### src/sv/pf_pkg.sv
// ----------------------------------------------------------------------------
// pf_pkg
// shared types, constants and helpers for the playfair digraph cipher core
// ----------------------------------------------------------------------------
package pf_pkg;

	localparam int SQ_SIDE     = 5;
	localparam int SQ_CELLS    = 25;
	localparam int NUM_LETTERS = 26;

	typedef logic [4:0] letter_t;
	typedef logic [4:0] cell_t;
	typedef logic [2:0] coord_t;

	localparam letter_t LTR_I = 5'd8;
	localparam letter_t LTR_J = 5'd9;
	localparam letter_t LTR_X = 5'd23;
	localparam letter_t LTR_Z = 5'd25;

	typedef enum logic [1:0] {
		REQ_KEY  = 2'd0,
		REQ_DONE = 2'd1,
		REQ_ENC  = 2'd2,
		REQ_DEC  = 2'd3
	} req_t;

	// placement request into the key store
	typedef struct packed {
		logic    en;
		letter_t letter;
	} place_req_t;

	// dual-address read request
	typedef struct packed {
		logic    en;
		logic [4:0] addr_a;
		logic [4:0] addr_b;
	} rd_req_t;

	// saturate above z, then fold j onto i
	function automatic letter_t norm_letter(input letter_t l);
		letter_t c;
		c = (l > LTR_Z) ? LTR_Z : l;
		return (c == LTR_J) ? LTR_I : c;
	endfunction

	// row of a cell index below 25: (c * 13) >> 6
	function automatic coord_t cell_row(input cell_t c);
		logic [8:0] p;
		p = {4'd0, c} * 9'd13;
		return p[8:6];
	endfunction

	function automatic coord_t cell_col(input cell_t c);
		coord_t r;
		cell_t  b;
		r = cell_row(c);
		b = {r, 2'b00} + {2'b00, r};
		return coord_t'(c - b);
	endfunction

	function automatic cell_t cell_index(input coord_t r, input coord_t c);
		return {r, 2'b00} + {2'b00, r} + {2'b00, c};
	endfunction

	// step one place around a row or column, forward or back
	function automatic coord_t wrap_step(input coord_t x, input logic fwd);
		coord_t res;
		if (fwd) begin
			res = (x == coord_t'(SQ_SIDE - 1)) ? 3'd0 : x + 3'd1;
		end else begin
			res = (x == 3'd0) ? coord_t'(SQ_SIDE - 1) : x - 3'd1;
		end
		return res;
	endfunction

endpackage

### src/sv/pf_store.sv
// ----------------------------------------------------------------------------
// pf_store
// key square and letter position memories, used flags and fill pointer
// ----------------------------------------------------------------------------
module pf_store import pf_pkg::*; (
	input  logic       clk,
	input  logic       arst_n,
	input  place_req_t place,
	input  rd_req_t    pos_rd,
	output cell_t      pos_a,
	output cell_t      pos_b,
	input  rd_req_t    sq_rd,
	output letter_t    sq_a,
	output letter_t    sq_b
);

	localparam logic [NUM_LETTERS-1:0] USED_RST = NUM_LETTERS'(1) << LTR_J;

	letter_t ksq_mem [SQ_CELLS];
	cell_t   pos_mem [NUM_LETTERS];

	logic [NUM_LETTERS-1:0] used_q;
	cell_t                  fill_q;
	cell_t                  pos_a_q, pos_b_q;
	letter_t                sq_a_q, sq_b_q;
	logic                   place_ok;

	assign place_ok = place.en && (fill_q < cell_t'(SQ_CELLS)) && !used_q[place.letter];

	always_ff @(posedge clk or negedge arst_n) begin
		if (!arst_n) begin
			used_q <= USED_RST;
			fill_q <= '0;
		end else if (place_ok) begin
			used_q[place.letter] <= 1'b1;
			fill_q               <= fill_q + 5'd1;
		end
	end

	always_ff @(posedge clk) begin
		if (place_ok) begin
			ksq_mem[fill_q]       <= place.letter;
			pos_mem[place.letter] <= fill_q;
		end
		if (pos_rd.en) begin
			pos_a_q <= pos_mem[pos_rd.addr_a];
			pos_b_q <= pos_mem[pos_rd.addr_b];
		end
		if (sq_rd.en) begin
			sq_a_q <= ksq_mem[sq_rd.addr_a];
			sq_b_q <= ksq_mem[sq_rd.addr_b];
		end
	end

	assign pos_a = pos_a_q;
	assign pos_b = pos_b_q;
	assign sq_a  = sq_a_q;
	assign sq_b  = sq_b_q;

endmodule

### src/sv/pf_rule.sv
// ----------------------------------------------------------------------------
// pf_rule
// playfair row / column / rectangle rule on two cell positions
// ----------------------------------------------------------------------------
module pf_rule import pf_pkg::*; (
	input  cell_t cell_a,
	input  cell_t cell_b,
	input  logic  enc,
	output cell_t new_a,
	output cell_t new_b
);

	coord_t r1, c1, r2, c2;
	coord_t nr1, nc1, nr2, nc2;

	always_comb begin
		r1 = cell_row(cell_a);
		c1 = cell_col(cell_a);
		r2 = cell_row(cell_b);
		c2 = cell_col(cell_b);
		nr1 = r1;
		nc1 = c1;
		nr2 = r2;
		nc2 = c2;
		if (r1 == r2) begin
			nc1 = wrap_step(c1, enc);
			nc2 = wrap_step(c2, enc);
		end else if (c1 == c2) begin
			nr1 = wrap_step(r1, enc);
			nr2 = wrap_step(r2, enc);
		end else begin
			// rectangle: swap columns
			nc1 = c2;
			nc2 = c1;
		end
		new_a = cell_index(nr1, nc1);
		new_b = cell_index(nr2, nc2);
	end

endmodule

### src/sv/playfair_digraph_cipher_core.sv
// ----------------------------------------------------------------------------
// playfair_digraph_cipher_core
// 5x5 playfair key square builder with pair encrypt and decrypt
// ----------------------------------------------------------------------------
// usage:
//   a request is taken at a clock edge with start high and busy low; req_type
//   picks key letter, key complete, encrypt pair or decrypt pair
//   every request gives exactly one result, shown for one cycle with done high;
//   the receiver cannot stall, so done is never held
// steps (request to done):
//   key letter: one pass through the placement unit
//   key complete: the placement unit walks the 26 letters a..z,
//     one letter per cycle, filling every free cell
//   pair: two registered memory reads in a row (letter position map, then
//     key square), then the registered result
//   requests that need no work (pair before ready, key items after ready)
//     give their result in the cycle after the request
//   busy stays high from the request until the result cycle (it stays low
//   for requests that need no work); one request is in flight at a time
// reset:
//   clears the used-letter flags (j stays marked), the fill pointer and the
//   ready flag; the square memories are not cleared, cells are only read after
//   every cell has been written
// ----------------------------------------------------------------------------
module playfair_digraph_cipher_core import pf_pkg::*; (
	input  logic       clk,
	input  logic       arst_n,
	input  logic       start,
	output logic       busy,
	input  logic [1:0] req_type,
	input  logic [4:0] letter_first,
	input  logic [4:0] letter_second,
	output logic       done,
	output logic [4:0] out_first,
	output logic [4:0] out_second,
	output logic       status
);

	typedef enum logic [4:0] {
		ST_IDLE  = 5'b00001,
		ST_PLACE = 5'b00010,
		ST_FILL  = 5'b00100,
		ST_CELL  = 5'b01000,
		ST_RES   = 5'b10000
	} state_t;

	state_t  state_q;
	logic    ready_q;
	letter_t cnt_q;       // alphabet walk during key fill
	letter_t key_ltr_q;   // pending key letter
	logic    enc_q;
	logic    done_q;
	logic    status_q;
	letter_t out_a_q, out_b_q;

	logic       accept;
	req_t       req;
	letter_t    a_in, b_in;
	logic       is_pair;
	place_req_t place;
	rd_req_t    pos_rd, sq_rd;
	cell_t      pos_a, pos_b, new_a, new_b;
	letter_t    sq_a, sq_b;

	assign accept  = start && (state_q == ST_IDLE);
	assign busy    = (state_q != ST_IDLE);
	assign req     = req_t'(req_type);
	assign is_pair = (req == REQ_ENC) || (req == REQ_DEC);

	// normalize letters; doubled letter on encrypt gets x as second
	always_comb begin
		a_in = norm_letter(letter_first);
		b_in = norm_letter(letter_second);
		if (req == REQ_ENC && a_in == b_in) begin
			b_in = LTR_X;
		end
	end

	// placement unit: shared by single key letters and the fill walk
	always_comb begin
		place.en     = (state_q == ST_PLACE) || (state_q == ST_FILL);
		place.letter = (state_q == ST_FILL) ? cnt_q : key_ltr_q;
	end

	// first read: where each pair letter sits in the square
	assign pos_rd.en     = accept && ready_q && is_pair;
	assign pos_rd.addr_a = a_in;
	assign pos_rd.addr_b = b_in;

	// second read: the letters at the moved cells
	assign sq_rd.en     = (state_q == ST_CELL);
	assign sq_rd.addr_a = new_a;
	assign sq_rd.addr_b = new_b;

	pf_store u_store (
		.clk    (clk),
		.arst_n (arst_n),
		.place  (place),
		.pos_rd (pos_rd),
		.pos_a  (pos_a),
		.pos_b  (pos_b),
		.sq_rd  (sq_rd),
		.sq_a   (sq_a),
		.sq_b   (sq_b)
	);

	pf_rule u_rule (
		.cell_a (pos_a),
		.cell_b (pos_b),
		.enc    (enc_q),
		.new_a  (new_a),
		.new_b  (new_b)
	);

	// sequencer and result strobe
	always_ff @(posedge clk or negedge arst_n) begin
		if (!arst_n) begin
			state_q <= ST_IDLE;
			ready_q <= 1'b0;
			cnt_q   <= '0;
			done_q  <= 1'b0;
		end else begin
			done_q <= 1'b0;
			case (state_q)
				ST_IDLE: begin
					if (accept) begin
						case (req)
							REQ_KEY: begin
								if (ready_q) begin
									done_q <= 1'b1;
								end else begin
									state_q <= ST_PLACE;
								end
							end
							REQ_DONE: begin
								if (ready_q) begin
									done_q <= 1'b1;
								end else begin
									cnt_q   <= '0;
									state_q <= ST_FILL;
								end
							end
							default: begin
								if (ready_q) begin
									state_q <= ST_CELL;
								end else begin
									done_q <= 1'b1;
								end
							end
						endcase
					end
				end
				ST_PLACE: begin
					done_q  <= 1'b1;
					state_q <= ST_IDLE;
				end
				ST_FILL: begin
					cnt_q <= cnt_q + 5'd1;
					if (cnt_q == letter_t'(NUM_LETTERS - 1)) begin
						ready_q <= 1'b1;
						done_q  <= 1'b1;
						state_q <= ST_IDLE;
					end
				end
				ST_CELL: begin
					state_q <= ST_RES;
				end
				ST_RES: begin
					done_q  <= 1'b1;
					state_q <= ST_IDLE;
				end
				default: begin
					state_q <= ST_IDLE;
				end
			endcase
		end
	end

	// request payload and result fields
	always_ff @(posedge clk) begin
		if (accept) begin
			key_ltr_q <= a_in;
			enc_q     <= (req == REQ_ENC);
			out_a_q   <= '0;
			out_b_q   <= '0;
			status_q  <= is_pair && !ready_q;
		end
		if (state_q == ST_RES) begin
			out_a_q <= sq_a;
			out_b_q <= sq_b;
		end
	end

	assign done       = done_q;
	assign out_first  = out_a_q;
	assign out_second = out_b_q;
	assign status     = status_q;

endmodule
### config.mk
export PLATFORM = sky130hd
export DESIGN_NAME = playfair_digraph_cipher_core
export DESIGN_NICKNAME = d
export VERILOG_FILES = /design/src/sv/pf_pkg.sv /design/src/sv/pf_store.sv /design/src/sv/pf_rule.sv /design/src/sv/playfair_digraph_cipher_core.sv
export SDC_FILE = /design/constraint.sdc
export NUM_CORES = 1
export LEC_CHECK = 0
export ABC_CLOCK_PERIOD_IN_PS = 7200
export BUFFER_PORTS_ARGS = -buffer_cell sky130_fd_sc_hd__clkbuf_2
export CORE_MARGIN = 5
export CORE_UTILIZATION = 55
export CTS_BUF_LIST = sky130_fd_sc_hd__clkbuf_8
export DETAILED_ROUTE_END_ITERATION = 16
export GPL_TIMING_DRIVEN = 0
export PLACE_DENSITY = 0.81
export SLEW_MARGIN = 10
export SYNTH_ARGS = -nofsm -noshare
export SYNTH_HDL_FRONTEND = slang
export SYNTH_SLANG_ARGS = --single-unit
### constraint.sdc
create_clock -name clk -period 7.2 [get_ports clk]
set_clock_uncertainty 0.15 [all_clocks]
set_input_delay 2.16 -clock clk [delete_from_list [all_inputs] [get_ports clk]]
set_output_delay 2.16 -clock clk [all_outputs]
set_load 0.02 [all_outputs]
==> results.md, run 1 <==
- Status: completed
- Crit. End Element: flop
- Chip height: 190 µm
- Cell Count, Final, Fillers Out: 1,873
- Largest family of logic cells by synthesized area: multiplexers
- Layout cells sized above 1: 0.261
- Layout Cell Area excl Fill: 20,300 µm²
- Fin crit period: 7.12 ns
- Synth warnings: 0
- Critical path launch point type: flop
- Post-Syn Area: 17,900 µm²
- Core Rows: 66
- GPL Wtd Cong: 0.944
- Clock buffer depth: 3
- Yosys reg bits: 335
- Buffers on Ports: 24
- Starting Density: 0.554
- Commonest non-fill, non-tap cell in the layout: edfxtp_1
- CTS clk-pin slew, worst paths: 0.06 ns
- Max-cap viol count: 0
- Reg2Reg Depth: 27
- Die area: 36,200 µm²
- Count of different cell masters after synthesis: 81
- Mean post-synth cell area: 14.1 µm²
- Mux share of post-synthesis cell area: 0.173
- RSZ-0062 raised after global routing: true
- Min-delay worst type: reg2reg
- Cells after DPL: 1,735
- First-pass iteration count of the detailed router: 6
- Post-detail-place hpwl: 31,000 µm
- Min-delay src: u_store.used_q[12]$_DFFE_PN0P_
- Post-DRT Antenna Nets: 0
- Peak VDD IR: 0.127 mV
- Post-synthesis compound-gate area fraction: 0.0808
- Cell accounting for the most synthesized area: edfxtp_1
- Routed WL: 45,200 µm
- All-Layer GR Usage: 0.244
- Placeable Area: 32,300 µm²
- Clock latency on the worst-skew pair: 0.60 ns
- Worst r2r src: u_store.pos_b[1]$_DFFE_PP_
- Placed inst area: 18,600 µm²
- # diodes: 0
- Final worst path period share: 0.988
- Worst slew margin: 0.228
- Vias in the first global route: 11,800
- # IOs: 28
- R2R setup slack: 0.08 ns
- Switching Share: 0.272
- Area share of the largest cell type after synthesis: 0.490
- Worst Setup SP: u_store.pos_b[1]$_DFFE_PP_
- Cells after Synth: 1,269
- CTS tree: done
- Adder-cell share of the synthesized area: 0.0509
- FF-to-FF End: u_store.sq_b[3]$_DFFE_PN_
- WP data required: 7.40 ns
- CTS buffer count: 53
- Most frequent cells in the layout: edfxtp_1, nand2_1, mux4_2
- Post-synth net total: 1,352
- First-pass GRT wire length: 67,900 µm
- Vias per Instance: 6.47
- Grt ovf: 0
- Die X: 190 µm
- Psw: 1.23 mW
- Final setup vio count: 0
- Number of synthesized flops with an enable pin: 292
- H-tree levels: 2
- WL per Instance: 24.1 µm
- Area growth, synth to finish: 13.5%
- CTS root buf: clkbuf_8
- FMAX: 141 MHz
- Initial antenna violation count: 0
- Power density over the cells: 223 nW/µm²
- Crit path kind: reg2reg
- Worst Setup EP: u_store.sq_b[3]$_DFFE_PN_
- Via count: 12,126
- Top_reg_cell synth: edfxtp_1
- DR iter-0 viols: 1,569
- Hold WS: 0.318 ns
- Clk pwr share: 0.341
- Reg power frac: 0.505
- P_leak: 7.82 nW
- Sink Count: 335
- Critical path fanouts, max: 10
- CP Data Arrival Time: 7.32 ns
- Nets: 1,469
- Hold Vio Cnt, Final: 0
- Top post-synthesis cells by area: edfxtp_1, mux4_2, dfrtp_1
- Post-Synth XOR/XNOR Area: 0.0197
- Asr flop ratio synth: 0.128
- Comb pwr share: 0.154
- Largest net degree at the start of global routing: 44
- DRC errors left: 0
- Setup TNS Final: 0 ns
- Worst-margin pin slew: 1.16 ns
- Sequential fraction of the synthesis area: 0.550
- Internal cell power: 3.29 mW
- Fin. max-slew vios: 0
- Post-Synth Simple-Gate Area: 0.0949
==> per-layer routing <==
metal  GRT usage  wire, µm
met1       0.332     16900
met4      0.0881      1650
met3      0.0458      4540
met5           0         0
met2       0.399     22100
==> synth_stat cells, types with 10 or more instances <==
cell type,number
buf_1,13
nor2_1,36
o21a_1,10
a21oi_1,48
xor2_1,12
nor3_1,19
buf_2,13
and3_1,58
nand3_1,25
clkbuf_1,39
nand2_1,110
ha_1,60
xnor2_1,18
mux4_2,104
a2111oi_0,13
edfxtp_1,292
dfrtp_1,41
mux2i_1,54
o21ai_0,44
nor3b_1,11
or2_1,18
inv_1,45
==> worst max-delay path, cell delays in order (launching register included) <==
cell	delay, ns
edfxtp_1	0.46
ha_4	0.27
fa_1	0.43
ha_1	0.28
nand4_1	0.14
a21oi_2	0.26
xnor2_2	0.16
inv_2	0.10
ha_4	0.24
inv_2	0.07
ha_4	0.12
nor2_2	0.04
fa_2	0.37
xnor2_2	0.17
xnor3_2	0.33
xnor2_4	0.19
o2111ai_2	0.16
nand2_2	0.13
nand2_4	0.08
a2111oi_4	0.41
a21oi_2	0.07
fa_1	0.51
inv_2	0.06
fa_2	0.42
xor2_4	0.32
clkbuf_2	0.32
o21ai_0	0.25
mux2_4	0.34
==> logic make-up after synthesis <==
| logic type | after synthesis |
|---|---|
| XOR/XNOR | 34 |
| AO/OA/AOI/OAI | 206 |
| AND/OR/NAND/NOR | 329 |
| buffers and inverters | 123 |
| flip-flops | 335 |
| adder cells (fa/ha/maj) | 68 |
| multiplexers | 174 |
==> metrics by stage <==
step | total power, mW | util | worst slack, ns
2_1_floorplan | 2.72 | - | -0.0155
3_3_place_gp | 2.92 | 0.576 | -1.13
3_5_place_dp | 2.94 | 0.576 | -1.32
4_1_cts | 4.49 | 0.618 | 0.0112
5_1_grt | 4.67 | 0.629 | -0.187
6_report | 4.52 | 0.629 | 0.0837
==> cell type report <==
class                      instances  area (µm²)
fill                            2247       12000
clock inverter                    37         166
inverter                          48         180
timing repair buffer              63         433
multi-input combinational        811        7820
buffer                            74         447
tap                              442         553
clock buffer                      63         867
sequential                       335        9850
==> what timing repair did <==
action	4_1_cts	5_1_grt
resized for setup	59	45
hold buffers	0	0
endpoints found under the setup margin	10	10
buffers inserted	20	18
cloned	1	0
pin swaps	17	25
==> flip-flops by register name, summed over array words and instances (netlist names) <==
| signal | count |
|---|---|
| u_store.pos_mem | 130 |
| u_store.ksq_mem | 125 |
| u_store.used_q | 26 |
| cnt_q | 5 |
| key_ltr_q | 5 |
| out_first | 5 |
| out_second | 5 |
| state_q | 5 |
| u_store.fill_q | 5 |
| u_store.pos_a | 5 |
| u_store.pos_b | 5 |
| u_store.sq_a | 5 |
| u_store.sq_b | 5 |
| done | 1 |
| enc_q | 1 |
| ready_q | 1 |
| status | 1 |
==> power groups by stage <==
stage / clock (mW) / sequential [mW] / combinational [mW]
CTS: 1.56 / 2.28 / 0.651
detailed placement: 0 / 2.32 / 0.619
global placement: 0 / 2.32 / 0.601
global route: 1.64 / 2.29 / 0.738
finish: 1.54 / 2.28 / 0.697
floorplan: 0 / 2.29 / 0.428
==> worst min-delay path by stage <==
stage / cells after the start / to / slack, ns
2_1_floorplan: 1 / u_store.used_q[18]$_DFFE_PN0P_ / 0.27
3_3_place_gp: 1 / u_store.used_q[22]$_DFFE_PN0P_ / 0.29
3_5_place_dp: 1 / u_store.used_q[20]$_DFFE_PN0P_ / 0.30
4_1_cts: 1 / u_store.used_q[18]$_DFFE_PN0P_ / 0.32
5_1_grt: 1 / u_store.used_q[18]$_DFFE_PN0P_ / 0.32
6_report: 1 / u_store.used_q[12]$_DFFE_PN0P_ / 0.32
No activity file was read; power rests on OpenSTA's default activity.
==> inputs of run 2 (changes only) <==
--- a/config.mk
+++ b/config.mk
@@ -7,11 +7,10 @@
 export LEC_CHECK = 0
 export ABC_CLOCK_PERIOD_IN_PS = 7200
 export BUFFER_PORTS_ARGS = -buffer_cell sky130_fd_sc_hd__clkbuf_2
-export CORE_MARGIN = 5
+export CORE_MARGIN = 2
 export CORE_UTILIZATION = 55
 export CTS_BUF_LIST = sky130_fd_sc_hd__clkbuf_8
 export DETAILED_ROUTE_END_ITERATION = 16
-export GPL_TIMING_DRIVEN = 0
 export PLACE_DENSITY = 0.81
 export SLEW_MARGIN = 10
 export SYNTH_ARGS = -nofsm -noshare
==> results.md, run 2 (synthesis gave the netlist of run 1 again) <==
- Status: completed
- Placeable Area: 32,300 µm²
- Crit path kind: reg2reg
- Fin. max-slew vios: 0
- CTS buffer count: 53
- Chip height: 184 µm
- Psw: 1.19 mW
- Comb pwr share: 0.144
- Peak VDD IR: 0.130 mV
- Reg2Reg Depth: 30
- Reg power frac: 0.499
- Largest net degree at the start of global routing: 55
- Biggest regs: u_store.pos_mem (130), u_store.ksq_mem (125), u_store.used_q (26)
- Worst-margin pin slew: 1.19 ns
- Crit. End Element: flop
- Layout Utilization: 0.621
- Die X: 184 µm
- # diodes: 0
- Most frequent CP cell: a21oi_2
- Switching Share: 0.262
- Pre-CTS setup slack: -0.287 ns
- Slowest CP cell: fa_1
- # IOs: 28
- Post-detail-place hpwl: 28,400 µm
- Buffers on Ports: 27
- Via count: 11,866
- Grt ovf: 0
- Internal cell power: 3.37 mW
- DRT met1 WL: 16,600 µm
- Min-delay src: u_store.used_q[15]$_DFFE_PN0P_
- Largest register FFs: 130
- Vias per Instance: 6.51
- Area growth, synth to finish: 12.1%
- Die area: 34,000 µm²
- R2R setup slack: 0.13 ns
- H-tree levels: 2
- Core Rows: 66
- All-Layer GR Usage: 0.252
- Largest stage delay on the critical path: 0.50 ns
- FMAX: 141 MHz
- Setup TNS Final: 0 ns
- Initial antenna violation count: 0
- Nets: 1,419
- Clock latency on the worst-skew pair: 0.59 ns
- Sink Count: 335
- WL met3: 4000 µm
- Cell Count, Final, Fillers Out: 1,822
- Worst r2r src: u_store.pos_b[1]$_DFFE_PP_
- DR iter-0 viols: 1,497
- Critical path fanouts, max: 6
- Top Layer Used: met4
- Vias in the first global route: 11,665
- Min-delay worst type: reg2reg
- Starting Density: 0.554
- P_leak: 7.71 nW
- DRC errors left: 0
- Number of fill cells: 2,262
- Routed WL: 42,700 µm
- CTS tree: done
- Register with the most flip-flops: u_store.pos_mem
- Final setup vio count: 0
- GPL Wtd Cong: 0.880
- Final worst path period share: 0.982
- Commonest non-fill, non-tap cell in the layout: edfxtp_1
- Layout cells sized above 1: 0.249
- Max-cap viol count: 0
- Post-DRT Antenna Nets: 0
- Final WS setup: 0.129 ns
- CP Data Arrival Time: 7.26 ns
- RSZ-0062 raised after global routing: true
- WP data required: 7.39 ns
- FF-to-FF End: u_store.sq_b[4]$_DFFE_PN_
- Min-Delay Endpoint: u_store.used_q[15]$_DFFE_PN0P_
- CTS clk-pin slew, worst paths: 0.06 ns
- Most frequent cells in the layout: edfxtp_1, nand2_1, mux4_2
- Hold Vio Cnt, Final: 0
- CTS root buf: clkbuf_8
- Power density over the cells: 227 nW/µm²
- Clk pwr share: 0.357
- WL per Instance: 23.5 µm
- WHS Path Cells: 1
- Met2 routed WL: 20,800 µm
- Clock buffer depth: 3
- Cells after DPL: 1,698
- First-pass iteration count of the detailed router: 8
- Worst slew margin: 0.206
- Critical path launch point type: flop
- Fin crit period: 7.07 ns
- First-pass GRT wire length: 65,300 µm
## run 2: final cells by class
class / instances / area, µm² / share of cell area
clock buffers: 55 / 757 / 0.0377
multi-input cells: 812 / 7760 / 0.387
repair buffers: 86 / 657 / 0.0327
flip-flops and latches: 335 / 9850 / 0.491
clock inverters: 44 / 309 / 0.0154
well taps: 442 / 553 / 0.0276
inverters: 48 / 180 / 0.00898
## run 2: worst max-delay path by stage
stage	slack, ns	start	end	depth (start not counted)
after floorplan	-0.02	u_store.pos_a[1]$_DFFE_PP_	u_store.sq_b[3]$_DFFE_PN_	30
after global placement	0.03	u_store.pos_a[1]$_DFFE_PP_	u_store.sq_b[3]$_DFFE_PN_	29
after detailed placement	-0.29	u_store.pos_b[1]$_DFFE_PP_	u_store.sq_b[0]$_DFFE_PN_	30
after CTS	0.004	u_store.pos_b[1]$_DFFE_PP_	u_store.sq_b[1]$_DFFE_PN_	30
after global routing	-0.18	u_store.pos_b[1]$_DFFE_PP_	u_store.sq_b[0]$_DFFE_PN_	30
final	0.13	u_store.pos_b[1]$_DFFE_PP_	u_store.sq_b[4]$_DFFE_PN_	30
## run 2: repair_timing
action / CTS / global route
endpoints found under the hold margin: 0 / 0
buffers inserted: 9 / 15
gates resized for setup: 7 / 29
endpoints found under the setup margin: 10 / 10
cloned: 1 / 0
pin swaps: 7 / 30
hold buffers: 0 / 0
## run 2: power groups by stage
stage | sequential, mW | combinational (mW) | clock (mW)
after floorplan | 2.29 | 0.428 | 0
after global placement | 2.31 | 0.603 | 0
after detailed placement | 2.32 | 0.619 | 0
after CTS | 2.27 | 0.627 | 1.64
after global routing | 2.28 | 0.701 | 1.72
final | 2.28 | 0.656 | 1.63
## run 2: critical path, delay by kind of cell (launching register included)
family          cells  cell delay (ns)
fa+ha+maj           8             2.50
flops               1             0.43
simple gates        6             0.61
compound gates      9             2.04
xor+xnor            4             0.88
buf+inv             3             0.20
## run 2: stage by stage
step | total power [mW] | hold slack (ns) | area [µm²]
global route | 4.70 | 0.332 | 20100
global placement | 2.92 | 0.291 | 18600
CTS | 4.54 | 0.318 | 19800
finish | 4.56 | 0.320 | 20100
detailed placement | 2.93 | 0.303 | 18600
floorplan | 2.72 | 0.274 | 17900
## run 2: per-layer routing
layer | GRT usage | up-vias
met5 | 0 | -
met1 | 0.347 | 5945
met3 | 0.0466 | 111
met4 | 0.0893 | 0
li1 | - | 5101
met2 | 0.406 | 709
